**src/hdl/sct_pkg.sv**
```systemverilog
package sct_pkg;

  typedef enum logic [3:0] {
    M_LEAD      = 4'd0,
    M_GAP       = 4'd1,
    M_ARG       = 4'd2,
    M_OUT_FIRST = 4'd3,
    M_WAIT_IN   = 4'd4,
    M_WAIT_OUT  = 4'd5,
    M_WAIT_ERR  = 4'd6,
    M_FILE_IN   = 4'd7,
    M_FILE_OUT  = 4'd8,
    M_FILE_ERR  = 4'd9,
    M_FROZEN    = 4'd10
  } mode_t;

  typedef enum logic [3:0] {
    PH_IDLE,
    PH_WS,
    PH_FAIL6,
    PH_RUN_H2,
    PH_RUN_MAIN,
    PH_CHR_H2,
    PH_CHR_MAIN,
    PH_FIN_H2,
    PH_FIN_TOK,
    PH_FIN_END
  } phase_t;

  localparam logic [1:0] REC_CHAR = 2'd0;
  localparam logic [1:0] REC_TOK  = 2'd1;
  localparam logic [1:0] REC_CMD  = 2'd2;

  localparam logic [1:0] KIND_ARG = 2'd0;
  localparam logic [1:0] KIND_IN  = 2'd1;
  localparam logic [1:0] KIND_OUT = 2'd2;
  localparam logic [1:0] KIND_ERR = 2'd3;

  localparam logic [1:0] Q_NONE   = 2'd0;
  localparam logic [1:0] Q_DOUBLE = 2'd1;
  localparam logic [1:0] Q_SINGLE = 2'd2;

  localparam logic [2:0] ST_OK       = 3'd0;
  localparam logic [2:0] ST_EMPTY    = 3'd1;
  localparam logic [2:0] ST_MISS_IN  = 3'd2;
  localparam logic [2:0] ST_MISS_OUT = 3'd3;
  localparam logic [2:0] ST_MISS_ERR = 3'd4;
  localparam logic [2:0] ST_MANY     = 3'd5;
  localparam logic [2:0] ST_OVF      = 3'd6;

  localparam logic [7:0] CH_SPACE = 8'h20;
  localparam logic [7:0] CH_TAB   = 8'h09;
  localparam logic [7:0] CH_NL    = 8'h0A;
  localparam logic [7:0] CH_TWO   = 8'h32;
  localparam logic [7:0] CH_GT    = 8'h3E;
  localparam logic [7:0] CH_LT    = 8'h3C;
  localparam logic [7:0] CH_DQ    = 8'h22;
  localparam logic [7:0] CH_SQ    = 8'h27;

  typedef struct packed {
    logic [7:0] ch;
    logic       last;
    logic       ws;
  } item_t;

  typedef struct packed {
    mode_t      mode;
    logic [1:0] quote;
    logic       held2;
    logic       app;
    logic [2:0] err;
  } core_t;

  typedef struct packed {
    logic [1:0] rtype;
    logic [7:0] ch;
    logic [1:0] kind;
    logic       app;
    logic [2:0] st;
    logic [6:0] tot;
  } rec_t;

endpackage

```
**src/hdl/sct_front.sv**
```systemverilog
module sct_front (
  input  logic               clk,
  input  logic               rst,
  input  logic               in_valid,
  output logic               in_ready,
  input  logic [7:0]         ch,
  input  logic               last_char,
  output logic               q_valid,
  output sct_pkg::item_t     q_item,
  input  logic               q_pop
);

  sct_pkg::item_t slots [2];
  logic           head;
  logic [1:0]     count;
  logic           push;
  logic           tail;

  assign in_ready = (count != 2'd2);
  assign push     = in_valid && in_ready;
  assign q_valid  = (count != 2'd0);
  assign q_item   = slots[head];
  assign tail     = head ^ count[0];

  always_ff @(posedge clk) begin
    if (push) begin
      slots[tail].ch   <= ch;
      slots[tail].last <= last_char;
      slots[tail].ws   <= (ch == sct_pkg::CH_SPACE) || (ch == sct_pkg::CH_TAB) ||
                          (ch == sct_pkg::CH_NL);
    end
  end

  always_ff @(posedge clk) begin
    if (rst) begin
      head  <= 1'b0;
      count <= 2'd0;
    end else begin
      if (q_pop && q_valid) head <= ~head;
      count <= count + 2'(push) - 2'(q_pop && q_valid);
    end
  end

endmodule

```
**config.mk**
```make
export PLATFORM = sky130hd
export DESIGN_NAME = sct_front
export DESIGN_NICKNAME = d
export VERILOG_FILES = /design/src/hdl/sct_pkg.sv /design/src/hdl/sct_front.sv
export SDC_FILE = /design/constraint.sdc
export NUM_CORES = 1
export LEC_CHECK = 0
export ABC_CLOCK_PERIOD_IN_PS = 1700
export BUFFER_PORTS_ARGS = -buffer_cell sky130_fd_sc_hd__buf_2
export CAP_MARGIN = 20
export CORE_AREA = 2 2 48 50
export CTS_CLUSTER_DIAMETER = 150
export DETAILED_ROUTE_END_ITERATION = 10
export DIE_AREA = 0 0 50 52
export HOLD_SLACK_MARGIN = 0.1
export PLACE_DENSITY = 0.69
export SLEW_MARGIN = 0
export SYNTH_ARGS = -nofsm -noshare
export SYNTH_HDL_FRONTEND = slang
export SYNTH_SLANG_ARGS = --single-unit
export TNS_END_PERCENT = 20
```
**constraint.sdc**
```tcl
create_clock -name clk -period 1.7 [get_ports clk]
set_input_delay 0.17 -clock clk [delete_from_list [all_inputs] [get_ports clk]]
set_output_delay 0.17 -clock clk [all_outputs]
set_load 0.05 [all_outputs]
```
==> summary.txt, run 1 <==
Clock tree
  – Post-CTS Setup Bufs: 0
  – Clock-pin slew on the worst setup and hold paths: about 0.12 ns
  – Root buf cell: clkbuf_4
  – CTS max path bufs: 2
  – CTS Sinks: 24
  – Worst-Skew Late Latency: 0.29 ns
  – CTS tree: yes
  – TritonCTS Buffers: 3
  – Htree depth: 1

Power and ir drop
  – Pwr Total: 2.312 mW
  – Sw Ratio: approximately 42%
  – Cell internal pwr: roughly 1.3 mW
  – Sequential share of power: 40.7%
  – Pwr/cell area: roughly 1800 mW/mm2
  – Combinational share of power: 47.3%
  – Leakage: a little over 0.5 nW
  – Clk network pwr share: around an eighth
  – Psw: around 1 mW
  – Worst vdd ir: between 1 and 1.5 mV

Timing
  – Final Cycle Share: around 93%
  – Final Max Tran Viols: 0
  – RSZ-0062 raised after global routing: no
  – Min Clock Period, post-route: 1.581 ns
  – Max-slew headroom: between 80 and 90%
  – FMAX: 632.4 MHz
  – Final setup violation count: 0
  – Setup_tns: 0 ns
  – Final hold vios: 0
  – Worst clock skew: 0.002601 ns
  – Worst-Margin Slew: a little under 0.3 ns

Die
  – Die height: between 50 and 60 um
  – Die W: 50 um
  – I/O pin count: 25
  – Die area: 0.002600 mm2
  – Core ar.: about 0.0021 mm2
  – Effective utilization at floorplan: between 40% and 50%
  – Rows: 17

Critical path
  – CP delay by family, top: adder cells
  – Worst setup EP type: register
  – Crit path launch: count[0]
  – Worst r2r src: count[0]
  – CP dominant cell by count: ha_1
  – Max incr delay on CP: approximately 0.38 ns
  – Crit path buf inv count: 1
  – Setup crit start kind: register
  – Critical-path top delay cell: dfxtp_4
  – Crit-path cells: o21a_2 > ha_1 > inv_1 > ha_1 > xor2_2 > and2_1 > nor3_2
  – Worst Path Arrival: 1.81 ns
  – WP data required: 1.93 ns
  – Type of the worst setup path: reg -> reg
  – CP Max Fanout: 6

Global routing
  – Initial antenna violation count: 0
  – Largest net degree at the start of global routing: 14
  – GRT Residual Overflow: 0
  – GRT Util Overall: a little over an eighth
  – Number of global-route vias before repair: about 580
  – Met1 capacity usage during global routing: between 10% and 20%
  – First-pass GRT wire length: about 2600 um
  – GRT met2 Usage: between 20 and 25%
  – GR peak layer: met2
  – Met3 Usage GRT: 2.586%

Routing
  – DRC violations left: 0
  – DR WL/cell: about 12 um
  – Initial DRC Count: 5
  – Drt first pass iters: 3
  – Total Wirelength: 1547 um
  – Via density per instance: approximately 4.8
  – Routed Antenna Nets: 0
  – Via count: slightly above 600

Cells and area
  – Final Cell Area: ~0.0013 mm2
  – Ant diodes: 0
  – Final nets: 116
  – Layout area overhead: 33.50%
  – Utilization after layout: around 62%
  – Layout cells sized above 1: a little under half

Logic synthesis
  – Syn Area/Cell: roughly 16 um2
  – Synth async-reset ratio: 0%
  – Cell count after synthesis: between 60 and 70
  – Xor and xnor area share after synthesis: 1.790%
  – Largest family of logic cells by synthesized area: multiplexers
  – Post-Syn Nets: 76
  – Synth Area in Simple Gates: about a tenth
  – Post-synthesis mux area share: about an eighth
  – Compound-cell area share of the yosys netlist: about 2.3%
  – Seq/Total Area, Yosys: approximately 70%
  – Synth area leaders: edfxtp_1 (61%), mux2_2 (12%), dfxtp_1 (8.2%)
  – Post-synth cell types: 21
  – EDFF count, synth: 20
  – Synth area leader: edfxtp_1
  – Adder-Cell Fraction of Synth Area: 2.558%
  – Post-synthesis register bit count: 24
  – Top cell type's share of synthesized area: approximately three fifths
  – Most used DFF post-synth: edfxtp_1
  – Synthesis Warnings: 0
  – Synth Cell Area: approximately 980 um2

Hold path
  – Hold Path Class: in -> reg
  – Hold_sp: q_pop

Job
  – Maxcap violations: 0

Placed design
  – IO Port Bufs: 24
  – Dpl cell area: roughly 0.0012 mm2
  – Gp weighted congestion: just under 0.7
  – DP HPWL: around 1100 um

Run status
  – Status: completed
[cell families (layout without fill, tap and decap cells)]
| family | count (synthesis) | count (layout) |
|---|---|---|
| buffers and inverters | 3 | 42 |
| flip-flops | 24 | 24 |
| multiplexers | 11 | 11 |
| AND/OR/NAND/NOR | 16 | 16 |
| AO/OA/AOI/OAI | 3 | 3 |
| adder cells (fa/ha/maj) | 2 | 2 |
| XOR/XNOR | 2 | 2 |
[registers in the layout, summed over array words and instances (netlist names), named ones only]
name,flops
slots,20
head,1
count,2
[per-layer routing]
| metal | routed length, um | vias to the layer above |
|---|---|---|
| met5 | 0 | - |
| met4 | 10 | 0 |
| met3 | 63 | 2 |
| met2 | 820 | 16 |
| met1 | 652 | 293 |
| li1 | - | 305 |
[power groups by stage]
stage,Sequential [mW],Combinational (mW),Clock [mW]
floorplan,0.896,0.877,0
global placement,0.939,1.05,0
detailed placement,0.948,1.07,0
CTS,0.935,1.09,0.290
global route,0.966,1.17,0.319
finish,0.941,1.09,0.279
[what timing repair did]
action	CTS	global route
hold endpoints to repair	22	0
setup endpoints to repair	10	1
gates resized for setup	1	5
hold buffers	10	0
[stage by stage]
| stage | hold WS (ns) | std cells | worst slack, ns |
|---|---|---|---|
| after detailed placement | 0.3620 | 114 | 0.05945 |
| after CTS | 0.2639 | 128 | 0.03011 |
| after global placement | 0.3604 | 114 | 0.1477 |
| final | 0.2623 | 128 | 0.1186 |
| after global routing | 0.2713 | 128 | 0.007172 |
| after floorplan | 0.2416 | 61 | 0.07354 |
[synth_stat cells, drive strengths merged (2+ instances only)]
master and instances:
and2 2, dfxtp 4, edfxtp 20, ha 2
inv 2, mux2 10, nand2 2, nor2 3
nor2b 2, nor3 2, nor4bb 2
[worst paths after layout]
kind | to | slack (ns) | depth (start not counted)
max | count[1] | 0.12 | 7
min | register | 0.26 | 4
max reg2reg | count[1] | 0.12 | 7
min reg2reg | count[1] | 0.60 | 2
[layout make-up]
class / instances / area [um2]
Fill cell: 169 / 799.5
Sequential cell: 24 / 686.9
Multi-Input combinational cell: 34 / 305.3
Timing Repair Buffer: 36 / 235.2
Clock buffer: 4 / 36.28
Tap cell: 28 / 35.03
Inverter: 2 / 7.507
[tightest hold or removal path, cell delays in order]
cell and delay (ns):
buf_2 0.08, o21a_2 0.13, xnor2_1 0.08, nor2_1 0.07
[cell usage in the layout (no fill, tap or decap), types with 2 or more instances in the layout]
cell,netlist,final
clkbuf_4,0,3
edfxtp_1,20,20
mux2_2,10,10
inv_1,2,2
dlygate4sd3_1,0,10
buf_2,1,24
nor2b_1,2,2
dfxtp_2,0,2
and2_1,2,2
nor4bb_1,2,2
nor2_1,3,3
ha_1,2,2
buf_4,0,2
(Power assumes the default switching activity.)
==> run 2, diff against run 1 <==
--- a/config.mk
+++ b/config.mk
@@ -13,7 +13,8 @@
 export DETAILED_ROUTE_END_ITERATION = 10
 export DIE_AREA = 0 0 50 52
 export HOLD_SLACK_MARGIN = 0.1
-export PLACE_DENSITY = 0.69
+export MAX_ROUTING_LAYER = met4
+export PLACE_DENSITY = 0.72
 export SLEW_MARGIN = 0
 export SYNTH_ARGS = -nofsm -noshare
 export SYNTH_HDL_FRONTEND = slang
==> summary.txt, run 2 (same netlist as run 1, synthesis figures left out) <==
Clock tree
  – CTS tree: yes
  – TritonCTS Buffers: 3
  – Clock-pin slew on the worst setup and hold paths: around 0.11 ns
  – CTS Sinks: 24
  – Worst-Skew Late Latency: 0.30 ns
  – Htree depth: 1
  – CTS max path bufs: 2
  – Root buf cell: clkbuf_4

Cells and area
  – Final nets: between 100 and 150
  – Layout cells sized above 1: 44.44%
  – Ant diodes: 0
  – Final Cell Area: around 0.0013 mm2
  – Reg with most FFs: slots
  – Number of flip-flops in the largest register: 20
  – Largest registers: slots x20, count x2, head x1
  – Commonest cells after routing, fill and taps aside: buf_2 (24), edfxtp_1 (20), mux2_2 (10), dlygate4sd3_1 (10)
  – Layout area overhead: 30.43%
  – Commonest non-fill, non-tap cell in the layout: buf_2
  – Non-filler cells, final: roughly 130

Placed design
  – Placed Cells: 114
  – Setup WS pre-CTS: approximately 0.074 ns
  – IO Port Bufs: 24
  – DP HPWL: about 1100 um
  – Gp weighted congestion: between 0.6 and 0.7
  – Dpl cell area: 0.001151 mm2

Routing
  – DR WL/cell: 12.41 um
  – Via density per instance: 4.953
  – Routed Antenna Nets: 0
  – Drt first pass iters: 2
  – Total Wirelength: approximately 1600 um
  – Via count: roughly 630
  – Initial DRC Count: 5
  – DRC violations left: 0

Critical path
  – Critical-path top delay cell: dfxtp_1
  – Worst R2R Setup Slack: between 0.1 and 0.15 ns
  – Setup crit start kind: register
  – Crit path depth: 7
  – FF-to-FF End: count[1]
  – CP delay by family, top: adder cells
  – Type of the worst setup path: reg -> reg
  – WP data required: around 1.9 ns
  – Worst Path Arrival: approximately 1.8 ns
  – Critical Path Sink: count[1]
  – Max incr delay on CP: approximately 0.39 ns
  – Crit path launch: count[1]
  – Worst r2r src: count[1]
  – Reg2reg path depth: 7
  – Crit-path cells: o21a_2 > ha_1 > inv_1 > ha_1 > xor2_1 > and2_1 > nor3_1
  – Worst setup EP type: register
  – Crit path buf inv count: 1
  – CP Max Fanout: 6
  – CP dominant cell by count: ha_1

Timing
  – Worst clock skew: 0.003863 ns
  – Final hold vios: 0
  – PnR worst setup slack: 0.1133 ns
  – Final Cycle Share: around 93%
  – FMAX: approximately 630 MHz
  – Max-slew headroom: 81.37%
  – Final Max Tran Viols: 0
  – Min Clock Period, post-route: roughly 1.6 ns
  – RSZ-0062 raised after global routing: no
  – Setup_tns: 0 ns
  – Final setup violation count: 0
  – Worst-Margin Slew: around 0.28 ns

Die
  – Die height: approximately 52 um
  – Rows: 17
  – Effective utilization at floorplan: a little under half
  – Core ar.: about 0.0021 mm2
  – Die area: 0.002600 mm2
  – I/O pin count: 25
  – Die W: about 50 um

Global routing
  – Initial antenna violation count: 0
  – GRT Util Overall: about 14%
  – GRT Residual Overflow: 0
  – Number of global-route vias before repair: 607
  – Largest net degree at the start of global routing: 13
  – First-pass GRT wire length: 2559 um

Job
  – Maxcap violations: 0

Run status
  – Status: completed

Power and ir drop
  – Worst vdd ir: roughly 0.96 mV
  – Pwr/cell area: roughly 1700 mW/mm2
  – Leakage: roughly 0.5 nW

Hold path
  – Hold Path Class: in -> reg
==> run 2: cell count changes in the layout (fill, tap and decap cells not counted) <==
cell,delta
clkbuf_8,-1
dfxtp_4,-1
xor2_2,-1
xor2_1,+1
dfxtp_1,+1
nor3_2,-1
nor3_1,+1
==> run 2: power by group <==
part	switching, mW	internal (mW)
combinational	0.713	0.356
sequential	0.103	0.830
clock	0.147	0.0826
total	0.963	1.27
==> run 2: routing by layer <==
| metal | global-route usage (%) | routed length (um) | share of wire [%] | vias up |
|---|---|---|---|---|
| met4 | 9.722 | 31 | 2.0 | 0 |
| met5 | - | 0 | 0 | - |
| met3 | 2.586 | 48 | 3.0 | 4 |
| met2 | 24.34 | 870 | 55 | 15 |
| met1 | 14.74 | 625 | 40 | 303 |
| li1 | - | - | - | 307 |
==> run 2: worst min path at each step <==
stage,start,to,slack (ns),cells after the start
after floorplan,rst,count[0],0.24,1
after global placement,last_char,slots[1][1],0.36,1
after detailed placement,last_char,slots[1][1],0.37,1
after CTS,q_pop,head,0.27,4
after global routing,q_pop,head,0.29,4
final,q_pop,head,0.27,4
==> run 2: area by class of cell <==
type / count / area [um2]
inverter: 2 / 7.507
timing repair buffer: 36 / 235.2
multi-input combinational: 34 / 292.8
tap: 28 / 35.03
sequential: 24 / 683.2
fill: 176 / 829.5
clock buffer: 3 / 22.52
==> run 2: what timing repair did <==
item | CTS | global route
buffers inserted | 0 | 0
endpoints found under the setup margin | 10 | 1
gates resized for setup | 1 | 1
hold buffers | 10 | 0
endpoints found under the hold margin | 22 | 0
==> run 2: worst min-delay path, cell delays in order <==
cell and delay (ns):
buf_2 0.08, o21a_2 0.13, xnor2_1 0.07, nor2_1 0.08
==> run 2: stage by stage <==
stage               hold WS [ns]  utilization (%)  power [mW]
floorplan                 0.2416                -       1.773
global placement          0.3593            54.66       1.989
detailed placement        0.3694            54.66       2.012
CTS                       0.2657            60.55       2.261
global route              0.2852            60.61       2.345
finish                    0.2657            60.61       2.231
==> run 3, diff against run 2 <==
--- a/config.mk
+++ b/config.mk
@@ -5,16 +5,17 @@
 export SDC_FILE = /design/constraint.sdc
 export NUM_CORES = 1
 export LEC_CHECK = 0
+export ABC_AREA = 1
 export ABC_CLOCK_PERIOD_IN_PS = 1700
-export BUFFER_PORTS_ARGS = -buffer_cell sky130_fd_sc_hd__buf_2
+export BUFFER_PORTS_ARGS = -buffer_cell sky130_fd_sc_hd__buf_4
 export CAP_MARGIN = 20
-export CORE_AREA = 2 2 48 50
+export CORE_AREA = 2 2 49 51
 export CTS_CLUSTER_DIAMETER = 150
 export DETAILED_ROUTE_END_ITERATION = 10
-export DIE_AREA = 0 0 50 52
+export DIE_AREA = 0 0 51 53
 export HOLD_SLACK_MARGIN = 0.1
 export MAX_ROUTING_LAYER = met4
-export PLACE_DENSITY = 0.72
+export PLACE_DENSITY = 0.73
 export SLEW_MARGIN = 0
 export SYNTH_ARGS = -nofsm -noshare
 export SYNTH_HDL_FRONTEND = slang
==> summary.txt, run 3 <==
Global routing
  – Number of global-route vias before repair: 621
  – Largest net degree at the start of global routing: 13
  – First-pass GRT wire length: roughly 2800 um
  – GRT Util Overall: between 10% and 20%
  – Initial antenna violation count: 0
  – GRT Residual Overflow: 0

Timing
  – Final setup violation count: 0
  – Max-slew headroom: slightly below 90%
  – Final Max Tran Viols: 0
  – Final Cycle Share: about nine tenths
  – RSZ-0062 raised after global routing: no
  – Worst clock skew: 0.01048 ns
  – FMAX: between 600 and 700 MHz
  – Final hold vios: 0
  – Setup_tns: 0 ns
  – Min Clock Period, post-route: 1.556 ns
  – Worst-Margin Slew: between 0.15 and 0.2 ns

Placed design
  – DP HPWL: ~1200 um
  – IO Port Bufs: 24
  – Gp weighted congestion: around 0.65

Cells and area
  – Largest registers: slots x20, count x2, head x1
  – Commonest cells after routing, fill and taps aside: buf_4 (27), edfxtp_1 (20), nor2_1 (13)
  – Final nets: between 100 and 150
  – Ant diodes: 0
  – Fill count: 166
  – Utilization after layout: 64.88%
  – Reg with most FFs: slots
  – Layout area overhead: 33.73%
  – Commonest non-fill, non-tap cell in the layout: buf_4
  – Layout cells sized above 1: between 30% and 40%
  – Number of flip-flops in the largest register: 20

Hold path
  – Min-Delay Path Depth: 4
  – Hold_sp: q_pop
  – Hold Path Class: in -> reg
  – Worst Hold Endpoint: head

Logic synthesis
  – Count leader, synth: edfxtp_1
  – Synth area leader: edfxtp_1
  – Seq/Total Area, Yosys: about two thirds
  – Post-synthesis register bit count: 24
  – Compound-cell area share of the yosys netlist: less than 1%
  – Cell count after synthesis: between 70 and 80
  – Synth Area in Simple Gates: between 10% and 20%
  – Syn Area/Cell: 13.36 um2
  – Most used DFF post-synth: edfxtp_1
  – Synth async-reset ratio: 0%
  – Xor and xnor area share after synthesis: 0.8403%
  – Post-synth cell types: 15
  – Top cell type's share of synthesized area: 57.62%
  – Synthesis Warnings: 0
  – Synth Cell Area: between 0.001 and 0.0015 mm2
  – EDFF count, synth: 20
  – Synth area leaders: edfxtp_1 (58%), mux2_4 (14%), dfxtp_1 (7.7%)
  – Largest family of logic cells by synthesized area: multiplexers
  – Adder-Cell Fraction of Synth Area: approximately 2.4%
  – Post-synthesis mux area share: about 14%
  – Top post-synthesis cells by count: edfxtp_1 (20), nor2_1 (13), nand2_1 (11)
  – Post-Syn Nets: a little over 90

Die
  – Effective utilization at floorplan: around 49%
  – I/O pin count: 25
  – Rows: 17
  – Die area: 0.002703 mm2
  – Die W: between 50 and 60 um
  – Core ar.: around 0.0021 mm2
  – Die height: 53 um

Power and ir drop
  – Sw Ratio: between 40 and 50%
  – Leakage: around 0.60 nW
  – Pwr/cell area: around 1700 mW/mm2
  – Combinational share of power: 52.4%
  – Sequential share of power: about 38%
  – Worst vdd ir: 1.251 mV
  – Psw: ~1.0 mW
  – Cell internal pwr: approximately 1.4 mW
  – Clk network pwr share: around a tenth

Critical path
  – Worst Path Arrival: between 1.5 and 2 ns
  – Worst r2r src: count[0]
  – Type of the worst setup path: reg -> reg
  – Reg2reg path depth: 10
  – Worst R2R Setup Slack: approximately 0.14 ns
  – WP data required: slightly below 2 ns
  – Crit path launch: count[0]
  – Setup crit start kind: register
  – FF-to-FF End: count[1]
  – CP Max Fanout: 4
  – Worst setup EP type: register

Routing
  – Drt first pass iters: 4
  – Initial DRC Count: 11
  – DR WL/cell: ~12 um
  – Routed Antenna Nets: 0
  – Via count: 687
  – Total Wirelength: roughly 1700 um
  – Via density per instance: ~4.7
  – DRC violations left: 0

Clock tree
  – TritonCTS Buffers: 3
  – CTS Hold Buffers Added: 10
  – CTS tree: yes
  – CTS Sinks: 24
  – Post-CTS Setup Bufs: 0
  – Worst-Skew Late Latency: about 0.32 ns
  – Post-CTS sizing: 0
  – Root buf cell: clkbuf_4
  – CTS max path bufs: 2
  – Clock-pin slew on the worst setup and hold paths: ~0.12 ns
  – Htree depth: 1

Job
  – Maxcap violations: 0

Run status
  – Status: completed
-- run 3: cell count changes in the layout (fill, tap and decap cells not counted), sizes merged, moves of 2 or more --
cell    change
nor2       +11
and2        -2
inv         +7
nor4bb      -2
nand2      +10
nand3       +2
nor3        -2
-- run 3: logic make-up (layout without fill, tap and decap cells) --
group / count (synthesis) / after routing
AOI/OAI and AO/OA: 1 / 1
and+or+nand+nor: 30 / 30
DFF: 24 / 24
xor gates and xnor gates: 1 / 1
adders and majority gates: 2 / 2
muxes: 10 / 10
buffers and inverters: 10 / 49
-- run 3: how the worst max path moves through the flow --
stage          cells past startpoint  slack, ns       end
3_5_place_dp                      10       0.16  count[1]
6_report                          10       0.14  count[1]
5_1_grt                           10      0.004  count[1]
4_1_cts                           10       0.15  count[1]
3_3_place_gp                      10       0.26  count[1]
2_1_floorplan                     10       0.06  count[1]
-- run 3: area by class of cell --
| cell class | instances | area (um2) | area share (%) |
|---|---|---|---|
| inverter | 9 | 33.78 | 2.424 |
| sequential | 24 | 680.7 | 48.83 |
| multi-input combinational | 44 | 319.1 | 22.89 |
| clock buffer | 3 | 22.52 | 1.616 |
| tap | 28 | 35.03 | 2.513 |
| timing repair buffer | 37 | 302.8 | 21.72 |
-- run 3: power by group through the flow --
stage | sequential, mW | combinational (mW) | clock, mW
floorplan | 0.907 | 0.938 | 0
global placement | 0.910 | 1.24 | 0
CTS | 0.908 | 1.28 | 0.253
finish | 0.908 | 1.26 | 0.239
detailed placement | 0.923 | 1.26 | 0
global route | 0.923 | 1.36 | 0.282
-- run 3: per-stage QoR --
| stage | power (mW) | worst slack (ns) | area [um2] | hold WS [ns] | std cells |
|---|---|---|---|---|---|
| after CTS | 2.438 | 0.1454 | 1394 | 0.1518 | 145 |
| after floorplan | 1.845 | 0.06194 | 1045 | 0.2412 | 78 |
| final | 2.408 | 0.1439 | 1394 | 0.1580 | 145 |
| after global placement | 2.147 | 0.2633 | 1271 | 0.3357 | 132 |
| after global routing | 2.561 | 0.003749 | 1394 | 0.1510 | 145 |
| after detailed placement | 2.180 | 0.1627 | 1271 | 0.3400 | 132 |
-- run 3: metal layers --
layer / GRT usage (%) / vias up / part of all wire [%]
met1: 15.78 / 321 / 39
li1: - / 340 / -
met5: - / - / 0
met2: 26.62 / 21 / 53
met4: 9.459 / 0 / 2.3
met3: 3.390 / 5 / 5.9
-- run 3: worst max-delay path, stage by stage, from the launching register on --
cell     delay, ns
dfxtp_1       0.42
inv_1         0.08
nand2_2       0.08
nand2_2       0.07
ha_1          0.28
inv_1         0.04
ha_1          0.18
inv_1         0.05
nand2_1       0.06
a21oi_1       0.14
nor2_1        0.06
